==> config.mk <==
export PLATFORM = sky130hd
export DESIGN_NAME = gpu_load_dvfs_governor
export DESIGN_NICKNAME = d
export VERILOG_FILES = /design/src/rtl/core/gldg_pkg.sv /design/src/rtl/core/gldg_ctrl.sv /design/src/rtl/core/gldg_dp.sv /design/src/rtl/core/gpu_load_dvfs_governor.sv
export VERILOG_INCLUDE_DIRS = /design/src /design/src/rtl/core
export SDC_FILE = /design/constraint.sdc
export NUM_CORES = 1
export LEC_CHECK = 0
export BUFFER_PORTS_ARGS = -buffer_cell sky130_fd_sc_hd__buf_2
export CAP_MARGIN = 20
export CORE_MARGIN = 4
export CORE_UTILIZATION = 53
export DETAILED_ROUTE_END_ITERATION = 10
export PLACE_DENSITY = 0.79
export SLEW_MARGIN = 5
export SYNTH_ARGS = -nofsm -noshare
export SYNTH_HDL_FRONTEND = slang
export SYNTH_SLANG_ARGS = --single-unit
==> constraint.sdc <==
create_clock -name clk -period 7.52 [get_ports clk]
set_input_delay 0.376 -clock clk [delete_from_list [all_inputs] [get_ports clk]]
set_output_delay 0.376 -clock clk [all_outputs]
set_load 0.005 [all_outputs]
==> src/rtl/core/gpu_load_dvfs_governor_defines.svh <==
// assertion macros shared by the governor rtl
`ifndef GPU_LOAD_DVFS_GOVERNOR_DEFINES_SVH
`define GPU_LOAD_DVFS_GOVERNOR_DEFINES_SVH

// same-cycle implication, checked on clk outside reset
`define GLDG_ASSERT_NOW(label, ante, cons, msg) \
	label: assert property (@(posedge clk) disable iff (!arst_n) (ante) |-> (cons)) \
		else $error(msg);

// next-cycle implication, checked on clk outside reset
`define GLDG_ASSERT_NEXT(label, ante, cons, msg) \
	label: assert property (@(posedge clk) disable iff (!arst_n) (ante) |=> (cons)) \
		else $error(msg);

`endif

==> src/rtl/core/gldg_pkg.sv <==
package gldg_pkg;

	// request kinds on the input tuser
	localparam logic [1:0] REQ_SAMPLE = 2'd0;
	localparam logic [1:0] REQ_SLEEP  = 2'd1;
	localparam logic [1:0] REQ_TICK   = 2'd2;

	// governor modes
	localparam logic [1:0] MODE_PERF = 2'd0;

	// register indexes (byte address / 4)
	localparam logic [2:0] REG_MODE     = 3'd0;
	localparam logic [2:0] REG_UP_THR   = 3'd1;
	localparam logic [2:0] REG_DOWN_THR = 3'd2;
	localparam logic [2:0] REG_UP_DIFF  = 3'd3;
	localparam logic [2:0] REG_PERIOD   = 3'd4;
	localparam logic [2:0] REG_FAST     = 3'd5;
	localparam logic [2:0] REG_SLOW     = 3'd6;

	// register reset values
	localparam logic [1:0]  RST_MODE     = 2'd2;
	localparam logic [6:0]  RST_UP_THR   = 7'd60;
	localparam logic [6:0]  RST_DOWN_THR = 7'd25;
	localparam logic [6:0]  RST_UP_DIFF  = 7'd10;
	localparam logic [15:0] RST_PERIOD   = 16'd100;
	localparam logic [3:0]  RST_FAST     = 4'd0;
	localparam logic [3:0]  RST_SLOW     = 4'd4;

	// nominal reset level, clamped to the level count where used
	localparam int LEVEL_RESET_NOM = 4;

	// load arithmetic
	localparam logic [6:0]  PCT_SCALE = 7'd100;
	localparam logic [7:0]  LOAD_SAT  = 8'hFF;
	localparam logic [15:0] WIN_MAX   = 16'hFFFF;
	// divider runs quotient bits 8 down to 0, bit 8 flags saturation
	localparam logic [3:0]  DIV_FIRST = 4'd8;

	typedef struct packed {
		logic [1:0]  mode;
		logic [6:0]  up_thr;
		logic [6:0]  down_thr;
		logic [6:0]  up_diff;
		logic [15:0] period;
		logic [3:0]  fast;
		logic [3:0]  slow;
	} cfg_t;

	typedef enum logic [2:0] {
		S_IDLE,
		S_APPLY,
		S_MUL,
		S_TDIV,
		S_LLOAD,
		S_LDIV,
		S_DECIDE,
		S_DONE
	} state_t;

	typedef struct packed {
		logic capture;
		logic apply;
		logic mul;
		logic div_step;
		logic div_reload;
		logic decide;
		logic out_load;
	} cmd_t;

	typedef struct packed {
		logic eval_go;
		logic div_last;
	} sts_t;

endpackage

==> src/rtl/core/gldg_ctrl.sv <==
module gldg_ctrl (
	input  logic            clk,
	input  logic            arst_n,
	input  logic            s_tvalid,
	input  logic            m_tready,
	input  gldg_pkg::sts_t  sts,
	output logic            s_tready,
	output logic            m_tvalid,
	output gldg_pkg::cmd_t  cmd
);

	gldg_pkg::state_t state_q;
	gldg_pkg::state_t state_nxt;
	logic             m_tvalid_q;
	logic             out_free;

	assign out_free = !m_tvalid_q || m_tready;

	always_ff @(posedge clk or negedge arst_n) begin
		if (!arst_n) begin
			state_q <= gldg_pkg::S_IDLE;
		end else begin
			state_q <= state_nxt;
		end
	end

	// next state
	always_comb begin
		state_nxt = state_q;
		case (state_q)
			gldg_pkg::S_IDLE: begin
				if (s_tvalid) state_nxt = gldg_pkg::S_APPLY;
			end
			gldg_pkg::S_APPLY: begin
				state_nxt = sts.eval_go ? gldg_pkg::S_MUL : gldg_pkg::S_DONE;
			end
			gldg_pkg::S_MUL: begin
				state_nxt = gldg_pkg::S_TDIV;
			end
			gldg_pkg::S_TDIV: begin
				if (sts.div_last) state_nxt = gldg_pkg::S_LLOAD;
			end
			gldg_pkg::S_LLOAD: begin
				state_nxt = gldg_pkg::S_LDIV;
			end
			gldg_pkg::S_LDIV: begin
				if (sts.div_last) state_nxt = gldg_pkg::S_DECIDE;
			end
			gldg_pkg::S_DECIDE: begin
				state_nxt = gldg_pkg::S_DONE;
			end
			gldg_pkg::S_DONE: begin
				if (out_free) state_nxt = gldg_pkg::S_IDLE;
			end
			default: begin
				state_nxt = gldg_pkg::S_IDLE;
			end
		endcase
	end

	// commands
	always_comb begin
		cmd = '0;
		case (state_q)
			gldg_pkg::S_IDLE:   cmd.capture    = s_tvalid;
			gldg_pkg::S_APPLY:  cmd.apply      = 1'b1;
			gldg_pkg::S_MUL:    cmd.mul        = 1'b1;
			gldg_pkg::S_TDIV:   cmd.div_step   = 1'b1;
			gldg_pkg::S_LLOAD:  cmd.div_reload = 1'b1;
			gldg_pkg::S_LDIV:   cmd.div_step   = 1'b1;
			gldg_pkg::S_DECIDE: cmd.decide     = 1'b1;
			gldg_pkg::S_DONE:   cmd.out_load   = out_free;
			default:            cmd            = '0;
		endcase
	end

	always_ff @(posedge clk or negedge arst_n) begin
		if (!arst_n) begin
			m_tvalid_q <= 1'b0;
		end else if (cmd.out_load) begin
			m_tvalid_q <= 1'b1;
		end else if (m_tready) begin
			m_tvalid_q <= 1'b0;
		end
	end

	assign s_tready = (state_q == gldg_pkg::S_IDLE);
	assign m_tvalid = m_tvalid_q;

endmodule

==> src/rtl/core/gldg_dp.sv <==
module gldg_dp #(
	parameter int LEVEL_COUNT = 16,
	parameter int BUSY_FLOOR  = 5000
) (
	input  logic            clk,
	input  logic            arst_n,
	input  gldg_pkg::cmd_t  cmd,
	input  gldg_pkg::cfg_t  cfg,
	input  logic [1:0]      in_req,
	input  logic [31:0]     in_busy,
	input  logic [31:0]     in_total,
	output gldg_pkg::sts_t  sts,
	output logic [3:0]      out_level,
	output logic [7:0]      out_load,
	output logic            out_changed,
	output logic            out_eval
);

	localparam logic [3:0] LVL_MAX = 4'(LEVEL_COUNT - 1);
	localparam logic [3:0] LVL_RST = 4'((LEVEL_COUNT - 1 < gldg_pkg::LEVEL_RESET_NOM) ?
		(LEVEL_COUNT - 1) : gldg_pkg::LEVEL_RESET_NOM);
	localparam logic [31:0] FLOOR = 32'(BUSY_FLOOR);

	function automatic logic [3:0] clamp_lvl(input logic [3:0] v);
		return (v > LVL_MAX) ? LVL_MAX : v;
	endfunction

	// governor state
	logic [3:0]  level_q;
	logic [31:0] busy_acc_q;
	logic [31:0] total_acc_q;
	logic [15:0] window_q;
	logic [7:0]  last_load_q;

	// item registers
	logic [1:0]  req_q;
	logic [31:0] busy_in_q;
	logic [31:0] total_in_q;
	logic [3:0]  before_q;
	logic        eval_q;

	// multiplier and divider
	logic [38:0] prod_q;
	logic [39:0] rem_q;
	logic [39:0] dsh_q;
	logic [8:0]  quot_q;
	logic [3:0]  cnt_q;
	logic [6:0]  thr_div_q;

	logic [32:0] busy_sum;
	logic [32:0] total_sum;
	logic [31:0] busy_new;
	logic [31:0] total_new;
	logic        div_ge;
	logic [3:0]  lvl_div;
	logic [3:0]  fast;
	logic [3:0]  slow;
	logic [6:0]  thr;
	logic [7:0]  load;

	// saturating accumulate
	assign busy_sum  = {1'b0, busy_acc_q} + {1'b0, busy_in_q};
	assign total_sum = {1'b0, total_acc_q} + {1'b0, total_in_q};
	assign busy_new  = busy_sum[32] ? '1 : busy_sum[31:0];
	assign total_new = total_sum[32] ? '1 : total_sum[31:0];

	assign sts.eval_go = (req_q == gldg_pkg::REQ_SAMPLE) && (cfg.mode != gldg_pkg::MODE_PERF) &&
		(total_in_q != '0) && (busy_new >= FLOOR) && (window_q >= cfg.period);
	assign sts.div_last = (cnt_q == '0);

	assign div_ge  = (rem_q >= dsh_q);
	// zero level: divide by one, which leaves the up threshold itself
	assign lvl_div = (level_q == '0) ? 4'd1 : level_q;

	assign fast = clamp_lvl(cfg.fast);
	assign slow = clamp_lvl(cfg.slow);
	assign load = quot_q[8] ? gldg_pkg::LOAD_SAT : quot_q[7:0];

	always_comb begin
		thr = cfg.up_thr;
		if (level_q == slow) begin
			thr = thr_div_q;
		end else if (level_q < slow && level_q > fast) begin
			thr = (cfg.up_thr > cfg.up_diff) ? (cfg.up_thr - cfg.up_diff) : '0;
		end
	end

	always_ff @(posedge clk or negedge arst_n) begin
		if (!arst_n) begin
			level_q     <= LVL_RST;
			busy_acc_q  <= '0;
			total_acc_q <= '0;
			window_q    <= gldg_pkg::WIN_MAX;
			last_load_q <= '0;
		end else if (cmd.apply) begin
			case (req_q)
				gldg_pkg::REQ_SAMPLE: begin
					if (cfg.mode != gldg_pkg::MODE_PERF) begin
						busy_acc_q  <= busy_new;
						total_acc_q <= total_new;
					end
				end
				gldg_pkg::REQ_SLEEP: begin
					level_q     <= slow;
					busy_acc_q  <= '0;
					total_acc_q <= '0;
					window_q    <= '0;
				end
				gldg_pkg::REQ_TICK: begin
					if (window_q != gldg_pkg::WIN_MAX) window_q <= window_q + 16'd1;
				end
				default: begin
				end
			endcase
		end else if (cmd.decide) begin
			last_load_q <= load;
			if (load > {1'b0, thr}) begin
				if (level_q > fast) level_q <= level_q - 4'd1;
			end else if (load < {1'b0, cfg.down_thr}) begin
				if (level_q < slow) level_q <= level_q + 4'd1;
			end
			busy_acc_q  <= '0;
			total_acc_q <= '0;
			window_q    <= '0;
		end
	end

	always_ff @(posedge clk) begin
		if (cmd.capture) begin
			req_q      <= in_req;
			busy_in_q  <= in_busy;
			total_in_q <= in_total;
			before_q   <= level_q;
			eval_q     <= 1'b0;
		end
		if (cmd.decide) eval_q <= 1'b1;

		if (cmd.mul) begin
			prod_q <= 39'(busy_acc_q) * 39'(gldg_pkg::PCT_SCALE);
			rem_q  <= 40'(cfg.up_thr);
			dsh_q  <= {28'd0, lvl_div, 8'd0};
			quot_q <= '0;
			cnt_q  <= gldg_pkg::DIV_FIRST;
		end else if (cmd.div_reload) begin
			thr_div_q <= quot_q[6:0];
			rem_q     <= {1'b0, prod_q};
			dsh_q     <= {total_acc_q, 8'd0};
			quot_q    <= '0;
			cnt_q     <= gldg_pkg::DIV_FIRST;
		end else if (cmd.div_step) begin
			if (div_ge) rem_q <= rem_q - dsh_q;
			quot_q <= {quot_q[7:0], div_ge};
			dsh_q  <= dsh_q >> 1;
			cnt_q  <= cnt_q - 4'd1;
		end

		if (cmd.out_load) begin
			out_level   <= level_q;
			out_load    <= last_load_q;
			out_changed <= (level_q != before_q);
			out_eval    <= eval_q;
		end
	end

endmodule

==> src/rtl/core/gpu_load_dvfs_governor.sv <==
// channel   dir  signals                              beat content
// s_axis    in   s_tvalid s_tready s_tdata s_tuser    one request: sample, sleep or tick
// m_axis    out  m_tvalid m_tready m_tdata            one result beat per request
// apb cfg   in   psel penable pwrite paddr pwdata     seven governor registers at 4*i
//
// one request at a time: sleep, tick or a sample that does not evaluate goes from accept
// to result without the divider; an evaluating sample runs the two 9-step restoring
// divisions in the shared divider
// reset sets level to nominal, window to max, clears accumulators and load
// a stalled result beat holds the next request in its final state only;
// s_tready is high whenever the controller is idle
`include "gpu_load_dvfs_governor_defines.svh"

module gpu_load_dvfs_governor #(
	parameter int LEVEL_COUNT = 16,
	parameter int BUSY_FLOOR  = 5000
) (
	input  logic        clk,
	input  logic        arst_n,
	// request stream
	input  logic        s_tvalid,
	output logic        s_tready,
	input  logic [63:0] s_tdata,   // [31:0] busy_us, [63:32] total_us
	input  logic [1:0]  s_tuser,   // [1:0] req_type
	// result stream
	output logic        m_tvalid,
	input  logic        m_tready,
	output logic [15:0] m_tdata,   // [3:0] power_level, [11:4] load_percent,
	                               // [12] level_changed, [13] evaluated, [15:14] zero
	// register port
	input  logic        psel,
	input  logic        penable,
	input  logic        pwrite,
	input  logic [4:0]  paddr,
	input  logic [31:0] pwdata,
	output logic [31:0] prdata,
	output logic        pready
);

	localparam logic [3:0] LVL_MAX = 4'(LEVEL_COUNT - 1);

	gldg_pkg::cfg_t cfg_q;
	gldg_pkg::cmd_t cmd;
	gldg_pkg::sts_t sts;

	logic       cfg_wr;
	logic [2:0] reg_idx;
	logic [3:0] out_level;
	logic [7:0] out_load;
	logic       out_changed;
	logic       out_eval;

	// register file, written on the apb access phase
	assign pready  = 1'b1;
	assign reg_idx = paddr[4:2];
	assign cfg_wr  = psel && penable && pwrite && pready;

	always_ff @(posedge clk or negedge arst_n) begin
		if (!arst_n) begin
			cfg_q.mode     <= gldg_pkg::RST_MODE;
			cfg_q.up_thr   <= gldg_pkg::RST_UP_THR;
			cfg_q.down_thr <= gldg_pkg::RST_DOWN_THR;
			cfg_q.up_diff  <= gldg_pkg::RST_UP_DIFF;
			cfg_q.period   <= gldg_pkg::RST_PERIOD;
			cfg_q.fast     <= gldg_pkg::RST_FAST;
			cfg_q.slow     <= gldg_pkg::RST_SLOW;
		end else if (cfg_wr) begin
			case (reg_idx)
				gldg_pkg::REG_MODE:     cfg_q.mode     <= pwdata[1:0];
				gldg_pkg::REG_UP_THR:   cfg_q.up_thr   <= pwdata[6:0];
				gldg_pkg::REG_DOWN_THR: cfg_q.down_thr <= pwdata[6:0];
				gldg_pkg::REG_UP_DIFF:  cfg_q.up_diff  <= pwdata[6:0];
				gldg_pkg::REG_PERIOD:   cfg_q.period   <= pwdata[15:0];
				gldg_pkg::REG_FAST:     cfg_q.fast     <= pwdata[3:0];
				gldg_pkg::REG_SLOW:     cfg_q.slow     <= pwdata[3:0];
				default: begin
				end
			endcase
		end
	end

	// read-back mux, unused addresses read zero
	always_comb begin
		case (reg_idx)
			gldg_pkg::REG_MODE:     prdata = 32'(cfg_q.mode);
			gldg_pkg::REG_UP_THR:   prdata = 32'(cfg_q.up_thr);
			gldg_pkg::REG_DOWN_THR: prdata = 32'(cfg_q.down_thr);
			gldg_pkg::REG_UP_DIFF:  prdata = 32'(cfg_q.up_diff);
			gldg_pkg::REG_PERIOD:   prdata = 32'(cfg_q.period);
			gldg_pkg::REG_FAST:     prdata = 32'(cfg_q.fast);
			gldg_pkg::REG_SLOW:     prdata = 32'(cfg_q.slow);
			default:                prdata = '0;
		endcase
	end

	// sequencer: accept, apply, multiply, two divisions, decide, result
	gldg_ctrl u_ctrl (
		.clk      (clk),
		.arst_n   (arst_n),
		.s_tvalid (s_tvalid),
		.m_tready (m_tready),
		.sts      (sts),
		.s_tready (s_tready),
		.m_tvalid (m_tvalid),
		.cmd      (cmd)
	);

	// accumulators, level state, shared divider and result register
	gldg_dp #(
		.LEVEL_COUNT (LEVEL_COUNT),
		.BUSY_FLOOR  (BUSY_FLOOR)
	) u_dp (
		.clk         (clk),
		.arst_n      (arst_n),
		.cmd         (cmd),
		.cfg         (cfg_q),
		.in_req      (s_tuser),
		.in_busy     (s_tdata[31:0]),
		.in_total    (s_tdata[63:32]),
		.sts         (sts),
		.out_level   (out_level),
		.out_load    (out_load),
		.out_changed (out_changed),
		.out_eval    (out_eval)
	);

	assign m_tdata = {2'b00, out_eval, out_changed, out_load, out_level};

	// only one request in flight
	`GLDG_ASSERT_NEXT(a_one_in_flight, s_tvalid && s_tready, !s_tready, "second request taken while busy")
	// loading a result always presents a beat
	`GLDG_ASSERT_NEXT(a_out_load_valid, cmd.out_load, m_tvalid, "result loaded but not presented")
	// level never leaves the level range
	`GLDG_ASSERT_NOW(a_level_range, m_tvalid, m_tdata[3:0] <= LVL_MAX, "power level out of range")

endmodule
==> results.tsv, run 1 <==
stage	metric	value	unit
run_status	status	finished clean	
sta	setup-tns-final	0	ns
sta	fin_ws	1.50	ns
global_route	antenna_found_initial	2	
place	dpl-instance-area	25300	sq um
detailed_routing	routed_wl	61.6	mm
synth	yosys.area.top_type	edfxtp_1	
synth	netlist_top_cells_count	279 x inv_1, 271 x nand2_1, 253 x ha_1	
critical_path	crit_path_start_kind	register	
synth	async_flop_share	39.2	%
sta	grt_setup_unrepaired	no	
synth	synthCells	2611	
critical_path	crit_arrival	6.48	ns
sta	skew	0.0210	ns
synth	synth_cell_types	87	
synth	synth_seq_cells	365	
global_route	grt_pass1_vias	20131	
sta	hold_viol_final	0	
die	initial_core_util	53.6	%
place	dpl.cell_count	3258	
finish	fin_nets	3171	
global_route	globalRouteOverflowTotal	0	
synth	synth_top_area_share	17.2	%
finish	nFillCells	3758	
sta	worst_pin_slew	0.913	ns
min_path	hp-class	input pin to register	
detailed_routing	remaining_drc_errors	0	
die	die_w	222	um
critical_path	cp_max_fo	9	
detailed_routing	first_iter_violations	1686	
synth	ys_seq_area_share	38.9	%
detailed_routing	ant_nets	0	
synth	yosysWarnings	0	
sta	fmax	0.166	GHz
synth	ys.flop_type	edfxtp_1	
finish	final_cells	3410	
clock_tree	path_clk_slew	0.06	ns
critical_path	end_kind	register	
clock_tree	cts.sinks	365	
clock_tree	clock_latency	0.57	ns
place	place_ws	1.66	ns
detailed_routing	dr.pass1.iters	9	
detailed_routing	via_per_inst	5.83	
finish	drive_above_1_share	10.7	%
sta	min_period	6.02	ns
synth	avgSynthCellArea	9.30	sq um
place	io_buffers	123	
run	maxCapViolations	0	
global_route	grt_pass1_wl	101	mm
synth	synth_area	24300	sq um
place	dp.final_hpwl	45.2	mm
finish	area_delta_synth_final	13.2	%
die	rows	78	
pwr	powerDensity	398	nW/um^2
sta	maxSlewHeadroom	38.5	%
place	gp_congestion	0.921	
finish	diodes	0	
clock_tree	numCtsBuffers	42	
sta	fin_crit_sh	80.1	%
synth	synth_most_common_cell	inv_1	
global_route	grt_usage	24.6	%
synth	synth_area_leaders	edfxtp_1 17%, ha_1 13%, dfrtp_1 12%	
global_route	grt_max_degree	86	
die	ios	161	
critical_path	crit_type	register to register	
clock_tree	cts_tree	built	
detailed_routing	dr_total_vias	19883	
die	die_h	222	um
clock_tree	cts_root_buffer	clkbuf_16	
synth	synth-edff-count	139	
pwr	p_leak	13.1	nW
die	core_area	45300	sq um
detailed_routing	wl_per_cell	18.1	um
critical_path	cp.required	7.98	ns
finish	finalInstanceArea	27500	sq um
pwr	vdd_ir_drop_max	233	uV
clock_tree	clk_path_buf_depth	3	
clock_tree	htree_levels	2	
sta	setup_viol	0	
die	dieArea	49300	sq um
sta	drv_slew	0	
## per-layer routing
| layer | GRT usage, % | routed length (um) |
|---|---|---|
| met5 | 0 | 0 |
| met1 | 31.1 | 25700 |
| met2 | 43.5 | 30700 |
| met3 | 2.91 | 3040 |
| met4 | 8.90 | 2150 |
## metrics by stage
step           utilization [%]  hold WS [ns]  total power [W]
2_1_floorplan                -        0.0804          0.00736
3_3_place_gp              55.8         0.416          0.00848
3_5_place_dp              55.8         0.430          0.00869
4_1_cts                   60.5       0.00789           0.0109
5_1_grt                   60.7        0.0193           0.0118
6_report                  60.7        0.0425           0.0109
## kinds of logic after synthesis
| logic type | after synthesis | synth area share (%) |
|---|---|---|
| mux | 42 | 1.90 |
| simple gates | 657 | 12.3 |
| xor+xnor | 140 | 5.05 |
| other cells | 2 | 0.0309 |
| fa+ha+maj | 285 | 15.7 |
| buf+inv | 390 | 6.79 |
| compound gates | 730 | 19.3 |
| flops | 365 | 38.9 |
## critical path: stages (launching register included)
cell	delay, ns
dfrtp_1	0.50
ha_1	0.35
nor2b_1	0.12
o21ai_0	0.08
nand2b_1	0.07
a21oi_1	0.06
a41oi_1	0.24
nand2_1	0.28
nor3_1	0.65
a221oi_1	0.21
o21bai_1	0.22
ha_1	0.30
nor2b_1	0.14
o21a_1	0.16
o21a_1	0.16
o21a_1	0.16
o21a_1	0.16
o21a_1	0.16
o22a_1	0.23
nor2_1	0.28
inv_1	0.12
ha_1	0.28
a21o_1	0.18
a21oi_1	0.28
xor2_1	0.17
a31oi_1	0.11
o221a_2	0.25
## layout by cell type (no fill, tap or decap), types with 19 or more instances in the layout
| cell type | synthesis | routed |
|---|---|---|
| inv_1 | 279 | 279 |
| nand2_1 | 271 | 271 |
| ha_1 | 253 | 253 |
| o21ai_0 | 219 | 219 |
| a21oi_1 | 176 | 175 |
| nor2_1 | 156 | 154 |
| edfxtp_1 | 139 | 139 |
| buf_2 | 6 | 122 |
| dfrtp_1 | 112 | 112 |
| xnor2_1 | 88 | 88 |
| a21o_1 | 84 | 84 |
| dfxtp_1 | 83 | 83 |
| dlygate4sd3_1 | 0 | 70 |
| xor2_1 | 52 | 52 |
| clkbuf_16 | 0 | 42 |
| nand3_1 | 37 | 37 |
| nor3_1 | 34 | 33 |
| fa_1 | 32 | 32 |
| dfstp_2 | 31 | 31 |
| nand4_1 | 30 | 30 |
| nor2b_1 | 28 | 28 |
| a222oi_1 | 28 | 28 |
| o21a_1 | 25 | 25 |
| o21bai_1 | 25 | 25 |
| a31oi_1 | 24 | 24 |
| nand2b_1 | 22 | 22 |
| mux2_2 | 22 | 22 |
| a211oi_1 | 21 | 21 |
| and3_1 | 20 | 20 |
| mux2i_1 | 19 | 19 |
| conb_1 | 2 | 19 |
## what timing repair did
action / in CTS / in global routing
buffers inserted: 0 / 0
resized for setup: 0 / 0
hold buffers: 70 / 0
endpoints found under the hold margin: 122 / 0
## report_power, final
group	leakage, nW	switching (W)	internal (W)
Clock	0.699	0.000847	0.00126
Combinational	8.63	0.00333	0.00232
Sequential	3.73	0.000446	0.00272
## path summary, 6_finish.rpt
check,from,end,slack (ns),cells after the start
max in group asynchronous,arst_n,u_dp.busy_acc_q[23],5.72,3
worst max register to register,u_dp.level_q[1],u_dp.level_q[3],1.50,26
worst min register to register,u_dp.eval_q,u_dp.out_eval,0.44,0
worst min-delay path,s_tdata[29],u_dp.busy_in_q[29],0.04,1
min in group asynchronous,arst_n,cfg_q[18],0.44,2
worst max-delay path,u_dp.level_q[1],u_dp.level_q[3],1.50,26
## sequential cells by signal, summed over array words and instances (netlist names), 7 cells and up
signal            flops
cfg_q                47
u_dp.dsh_q           40
u_dp.rem_q           40
u_dp.prod_q          37
u_dp.busy_acc_q      32
u_dp.busy_in_q       32
u_dp.total_acc_q     32
u_dp.total_in_q      32
u_dp.window_q        16
u_dp.quot_q           9
u_dp.last_load_q      8
u_dp.out_load         8
u_dp.thr_div_q        7
## layout make-up
cell class,instances,area (sq um),share of cell area [%]
Multi-Input combinational cell,1873,13300,48.3
Sequential cell,365,9450,34.4
Timing Repair Buffer,214,1540,5.59
Clock buffer,52,1110,4.04
Inverter,280,1050,3.83
Tap cell,600,751,2.73
Clock inverter,26,299,1.09
Note: power is estimated with default switching activity, not from simulation.
==> run 2: changes to the inputs <==
==> constraint.sdc (replaced) <==
create_clock -name clk -period 6.3 [get_ports clk]
set_input_delay 0.315 -clock clk [delete_from_list [all_inputs] [get_ports clk]]
set_output_delay 0.315 -clock clk [all_outputs]
set_load 0.005 [all_outputs]
==> run 2 against run 1 <==
  * The run now ends with negative hold slack left
  * Critical endpoint unchanged
  * Sequential share of layout area hardly changed
  * Worst hold slack worse by 0.044 ns
  * Clock skew is 0.0088 ns higher
==> results.tsv, run 2 (synthesized netlist as in run 1, its figures left out) <==
stage	metric	value	unit	change
run_status	status	complete, but fails checks		
run_status	violations	negative hold slack		
critical_path	critPathTopFamily	compound AO/OA/AOI/OAI gates		
place	dpl.cell_count	3260		+0.061%
clock_tree	path_clk_slew	0.06	ns	about the same
place	io_buffers	123		unchanged
finish	drive_above_1_share	10.8	%	+0.080 points
pwr	vdd_ir_drop_max	265	uV	+14%
pwr	comb_power_share	51.9	%	+0.2 points
pwr	p_leak	13.1	nW	+0.10%
sta	fin_crit_sh	93.7	%	+14 points
global_route	grt_util_met3	3.06	%	+0.15 points
detailed_routing	routed_wl	62.5	mm	+1.6%
die	ios	161		unchanged
pwr	clockPowerShare	19.0	%	-0.3 points
critical_path	cp_max_fo	6		-3
pwr	powerDensity	473	nW/um^2	+19%
pwr	sw_frac_of_total	42.4	%	+0.15 points
die	die_h	222	um	unchanged
finish	reg_top3	cfg_q: 47 flops, u_dp.dsh_q: 40 flops, u_dp.rem_q: 40 flops		
detailed_routing	first_iter_violations	1639		-2.8%
sta	worst_pin_slew	0.977	ns	+0.0641 ns
global_route	antenna_found_initial	2		unchanged
min_path	min_from	pwdata[10]		
clock_tree	numCtsBuffers	42		unchanged
critical_path	path_buf_inv	2		+1
critical_path	crit_arrival	6.34	ns	-0.14 ns
sta	min_period	5.90	ns	-0.118 ns
detailed_routing	via_per_inst	5.82		-0.25%
clock_tree	htree_levels	2		unchanged
sta	maxSlewHeadroom	34.2	%	-4.3 points
critical_path	crit_top_cell	o21a_1		
global_route	met1_usage	30.4	%	-0.69 points
finish	final_cell_mix	279 x inv_1, 271 x nand2_1, 253 x ha_1		
finish	area_delta_synth_final	13.3	%	
sta	setup-tns-final	0	ns	unchanged
critical_path	r2r_start	cfg_q[25]		
die	dieArea	49300	sq um	unchanged
clock_tree	cts_tree	built		
global_route	busiest_layer	met2		
place	gp_congestion	0.923		+0.23%
global_route	grt_usage	24.8	%	+0.21 points
global_route	use_met2	44.7	%	+1.2 points
run	maxCapViolations	0		unchanged
die	initial_core_util	53.6	%	unchanged
finish	nFillCells	3761		+0.080%
finish	final_common_cell	inv_1		
sta	drv_slew	0		unchanged
place	dp.final_hpwl	46.4	mm	+2.7%
pwr	internal_power	0.00748	W	+19%
global_route	grt_max_degree	92		+7.0%
global_route	grt_pass1_wl	101	mm	about the same
critical_path	crit_slowest_cell	dfstp_2		
critical_path	slowest_delay	0.54	ns	-0.11 ns
die	rows	78		unchanged
clock_tree	cts.sinks	365		unchanged
finish	final_cells	3418		+0.23%
sta	hold_slack	-0.00145	ns	-0.0439 ns
clock_tree	cts_resized	0		unchanged
detailed_routing	wl_per_cell	18.3	um	+1.4%
critical_path	cp.required	6.73	ns	-1.25 ns
clock_tree	clk_path_buf_depth	3		unchanged
finish	top_register	cfg_q		
finish	final_core_util	60.7	%	+0.080 points
pwr	p_seq_share	29.1	%	about the same
global_route	grt_pass1_vias	20071		-0.30%
clock_tree	cts_root_buffer	clkbuf_16		
sta	hold_viol_final	1		+1
die	die_w	222	um	unchanged
clock_tree	holdBufCountCts	77		+10%
clock_tree	clock_latency	0.57	ns	about the same
critical_path	end_kind	register		
global_route	globalRouteOverflowTotal	0		unchanged
pwr	switching_power	0.00552	W	+19%
detailed_routing	dr_total_vias	19880		-0.015%
critical_path	crit_type	register to register		
clock_tree	post_cts_buffers	0		unchanged
detailed_routing	dr.pass1.iters	8		-1
min_path	hp-class	input pin to register		
place	place_ws	0.464	ns	-1.20 ns
sta	fmax	0.169	GHz	+2.0%
sta	grt_setup_unrepaired	no		
detailed_routing	ant_nets	0		unchanged
sta	fin_ws	0.396	ns	-1.10 ns
sta	setup_viol	0		unchanged
critical_path	crit_path_start_kind	register		
finish	largest_reg_flops	47		unchanged
finish	fin_nets	3179		+0.25%
die	core_area	45300	sq um	unchanged
sta	skew	0.0298	ns	+0.00883 ns
critical_path	crit_start	cfg_q[25]		
detailed_routing	remaining_drc_errors	0		unchanged
## run 2: changes by cell type in the layout (fill, tap and decap cells not counted), sizes merged, moves of 2 or more
cell / before / now
clkinv: 18 / 13
clkbuf: 52 / 60
bufinv: 6 / 2
dlygate4sd3: 70 / 77
clkinvlp: 0 / 2
## run 2: layer usage
layer / part of all wire [%] / vias up / routed length, um
met1: 41 / 9568 / 25900
met5: 0 / - / 0
li1: - / 9586 / -
met3: 4.5 / 165 / 2820
met2: 50 / 561 / 31400
met4: 3.8 / 0 / 2400
## run 2: worst paths after layout
path	slack (ns)	cells past startpoint	to
max reg2reg	0.40	28	u_dp.level_q[3]
max	0.40	28	u_dp.level_q[3]
min reg2reg	0.44	0	u_dp.out_load[5]
min in group asynchronous	0.37	2	cfg_q[23]
min	-0.001	3	cfg_q[18]
max in group asynchronous	4.61	3	u_dp.busy_acc_q[6]
## run 2: worst reg2reg max path, delay by kind of cell (launching register included)
| kind | cells | cell delay (ns) |
|---|---|---|
| simple gates | 5 | 0.78 |
| fa+ha+maj | 3 | 0.86 |
| flops | 1 | 0.54 |
| compound gates | 17 | 3.26 |
| buf+inv | 2 | 0.18 |
| xor+xnor | 1 | 0.19 |
## run 2: layout make-up
type                       count  area [sq um]  area share, %
inverter                     280          1050           3.82
multi-input combinational   1873         13300           48.3
sequential                   365          9450           34.4
clock buffer                  59          1240           4.50
tap                          600           751           2.73
antenna                        1          2.50        0.00910
timing repair buffer         222          1580           5.75
clock inverter                18           155          0.564
## run 2: through the flow
stage / total power, W / hold WS [ns] / instance area, sq um
after floorplan: 0.00879 / 0.0194 / 24300
after global placement: 0.0101 / 0.418 / 25300
after detailed placement: 0.0104 / 0.430 / 25300
after CTS: 0.0130 / 0.000601 / 27500
after global routing: 0.0140 / 0.0113 / 27500
final: 0.0130 / -0.00145 / 27500
## run 2: power groups by stage
stage / sequential (W) / clock [W] / combinational [W]
after floorplan: 0.00358 / 0 / 0.00520
after global placement: 0.00379 / 0 / 0.00636
after detailed placement: 0.00382 / 0 / 0.00659
after CTS: 0.00378 / 0.00251 / 0.00670
after global routing: 0.00385 / 0.00261 / 0.00758
final: 0.00379 / 0.00247 / 0.00675
==> run 3: changes to the inputs <==
--- a/config.mk
+++ b/config.mk
@@ -8,10 +8,12 @@
 export LEC_CHECK = 0
 export BUFFER_PORTS_ARGS = -buffer_cell sky130_fd_sc_hd__buf_2
 export CAP_MARGIN = 20
+export CELL_PAD_IN_SITES_DETAIL_PLACEMENT = 1
+export CELL_PAD_IN_SITES_GLOBAL_PLACEMENT = 2
 export CORE_MARGIN = 4
-export CORE_UTILIZATION = 53
+export CORE_UTILIZATION = 39
 export DETAILED_ROUTE_END_ITERATION = 10
-export PLACE_DENSITY = 0.79
+export PLACE_DENSITY = 0.89
 export SLEW_MARGIN = 5
 export SYNTH_ARGS = -nofsm -noshare
 export SYNTH_HDL_FRONTEND = slang
==> run 3 against run 2 <==
  * The flow now finishes without violations
  * Maximum frequency fell by 0.81%
  * Sequential cell count did not move
  * Total power rose by 3.4%
  * First-iteration DRC count fell by 29%
  * Sequential power barely moved
  * Clock skew fell by 0.0081 ns
  * Utilization fell by 15 points
  * Critical endpoint unchanged
  * Largest power group unchanged
==> results.tsv, run 3 (synthesized netlist as in run 1, its figures left out) <==
stage	metric	value	unit	change
die	initial_core_util	39.3	%	-14 points
finish	final_common_cell	inv_1		
detailed_routing	remaining_drc_errors	0		unchanged
detailed_routing	routed_wl	71.7	mm	+15%
critical_path	r2r_start	cfg_q[25]		
finish	seqCellArea	9450	sq um	unchanged
clock_tree	post_cts_buffers	0		unchanged
die	die_h	257	um	+16%
clock_tree	cts.sinks	365		unchanged
pwr	power.total	0.0134	W	+3.4%
detailed_routing	first_iter_violations	1163		-29%
finish	area_delta_synth_final	15.3	%	
global_route	antenna_found_initial	2		unchanged
pwr	switching_power	0.00586	W	+6.2%
min_path	min_from	pwdata[2]		
critical_path	crit_path_start_kind	register		
run	maxCapViolations	0		unchanged
pwr	p_leak	13.2	nW	+0.64%
run_status	status	finished clean		
place	gp_congestion	0.924		+0.11%
critical_path	crit_start	cfg_q[25]		
place	dp.final_hpwl	54.2	mm	+17%
sta	hold_viol_final	0		-1
clock_tree	numCtsBuffers	46		+9.5%
finish	final_cell_mix	279 x inv_1, 271 x nand2_1, 253 x ha_1		
sta	maxSlewHeadroom	32.9	%	-1.2 points
pwr	comb_power_share	52.0	%	about the same
global_route	grt_usage	21.4	%	-3.4 points
pwr	p_seq_share	28.3	%	-0.8 points
pwr	internal_power	0.00759	W	+1.4%
die	core_area	61700	sq um	+36%
clock_tree	htree_levels	2		unchanged
finish	top_register	cfg_q		
critical_path	crit_slowest_cell	dfstp_2		
sta	min_period	5.95	ns	+0.0481 ns
clock_tree	cts_tree	built		
sta	grt_setup_unrepaired	no		
clock_tree	cts_root_buffer	clkbuf_16		
sta	hold_slack	0.0392	ns	+0.0406 ns
global_route	globalRouteOverflowTotal	0		unchanged
critical_path	r2r_setup_slack	0.35	ns	-0.05 ns
die	dieArea	66300	sq um	+35%
sta	drv_slew	0		unchanged
critical_path	crit_type	register to register		
sta	fin_crit_sh	94.5	%	+0.76 points
detailed_routing	dr.pass1.iters	5		-3
clock_tree	path_clk_slew	0.06	ns	about the same
sta	fmax	0.168	GHz	-0.81%
critical_path	crit_arrival	6.42	ns	+0.08 ns
place	io_buffers	123		unchanged
global_route	grt_pass1_wl	116	mm	+15%
die	die_w	257	um	+16%
critical_path	cp.required	6.76	ns	+0.03 ns
detailed_routing	ant_nets	0		unchanged
die	ios	161		unchanged
critical_path	slowest_delay	0.54	ns	about the same
die	rows	91		+17%
finish	largest_reg_flops	47		unchanged
finish	nFillCells	7143		+90%
sta	worst_pin_slew	1.00	ns	+0.0234 ns
global_route	grt_pass1_vias	21571		+7.5%
min_path	hp-class	input pin to register		
finish	diodes	0		-1
detailed_routing	dr_total_vias	19910		+0.15%
finish	drive_above_1_share	11.4	%	+0.59 points
pwr	clockPowerShare	19.7	%	+0.7 points
critical_path	crit_top_cell	o21a_1		
finish	fin_nets	3185		+0.19%
pwr	powerDensity	481	nW/um^2	+1.7%
detailed_routing	via_per_inst	5.43		-6.6%
clock_tree	clk_path_buf_depth	3		unchanged
clock_tree	clock_latency	0.59	ns	+0.02 ns
pwr	vdd_ir_drop_max	256	uV	-3.2%
sta	setup-tns-final	0	ns	unchanged
pwr	sw_frac_of_total	43.6	%	+1.1 points
critical_path	end_kind	register		
finish	multi_input_area	13300	sq um	+0.11%
sta	setup_viol	0		unchanged
critical_path	cp_max_fo	6		unchanged
finish	reg_top3	cfg_q: 47 flops, u_dp.dsh_q: 40 flops, u_dp.rem_q: 40 flops		
global_route	grt_max_degree	91		-1.1%
detailed_routing	wl_per_cell	19.6	um	+6.9%
sta	skew	0.0217	ns	-0.00810 ns
## run 3: cell types whose count changed in the layout (fill, tap and decap cells not counted), sizes merged
| cell | before | now |
|---|---|---|
| diode | 1 | 0 |
| clkinvlp | 2 | 4 |
| dlygate4sd3 | 77 | 76 |
| clkbuf | 60 | 57 |
| clkinv | 13 | 21 |
| buf | 144 | 148 |
| inv | 281 | 282 |
## run 3: worst paths after layout
check / cells after the start / to
hold reg to reg: 0 / u_dp.out_eval
setup reg to reg: 29 / u_dp.level_q[3]
setup / recovery: 29 / u_dp.level_q[3]
max in group asynchronous: 3 / u_dp.busy_acc_q[8]
min in group asynchronous: 2 / cfg_q[17]
hold / removal: 3 / cfg_q[10]
## run 3: final cells by class
class	instances	share of cell area [%]
Inverter	280	3.76
Sequential cell	365	33.8
Clock buffer	57	4.55
Clock inverter	29	0.926
Timing Repair Buffer	224	5.74
Multi-Input combinational cell	1873	47.5
Tap cell	837	3.74
## run 3: worst max-delay path: cells and delay by family (launching register included)
family                   cells  cell delay (ns)
AO/OA/AOI/OAI               17             3.23
XOR/XNOR                     1             0.17
adder cells (fa/ha/maj)      3             0.86
buffers and inverters        3             0.34
flip-flops                   1             0.54
AND/OR/NAND/NOR              5             0.68
## run 3: repair_timing
action / 4_1_cts / 5_1_grt
gates resized for setup: 0 / 1
endpoints found under the hold margin: 133 / 0
setup endpoints to repair: 0 / 1
hold buffers: 76 / 0
## run 3: power groups by stage
| stage | clock (W) | sequential, W | combinational, W |
|---|---|---|---|
| global placement | 0 | 0.00381 | 0.00653 |
| detailed placement | 0 | 0.00385 | 0.00686 |
| finish | 0.00266 | 0.00380 | 0.00699 |
| CTS | 0.00272 | 0.00381 | 0.00698 |
| floorplan | 0 | 0.00358 | 0.00520 |
| global route | 0.00282 | 0.00388 | 0.00784 |
## run 3: layer usage
metal  up-vias  GRT usage [%]  wire length (um)
met2       330           39.6             36900
met3       117           2.46              2220
met4         2           6.41              2090
met1      9876           26.1             30500
li1       9585              -                 -
met5         -              0                 7
## run 3: metrics by stage
stage	setup slack, ns	area [sq um]	std cells	util, %
final	0.348	28000	3665	45.3
after global routing	0.0362	28000	3665	45.3
after CTS	0.295	27900	3663	45.3
after detailed placement	0.341	25700	3501	41.6
after global placement	0.530	25600	3499	41.5
after floorplan	1.06	24300	2628	-
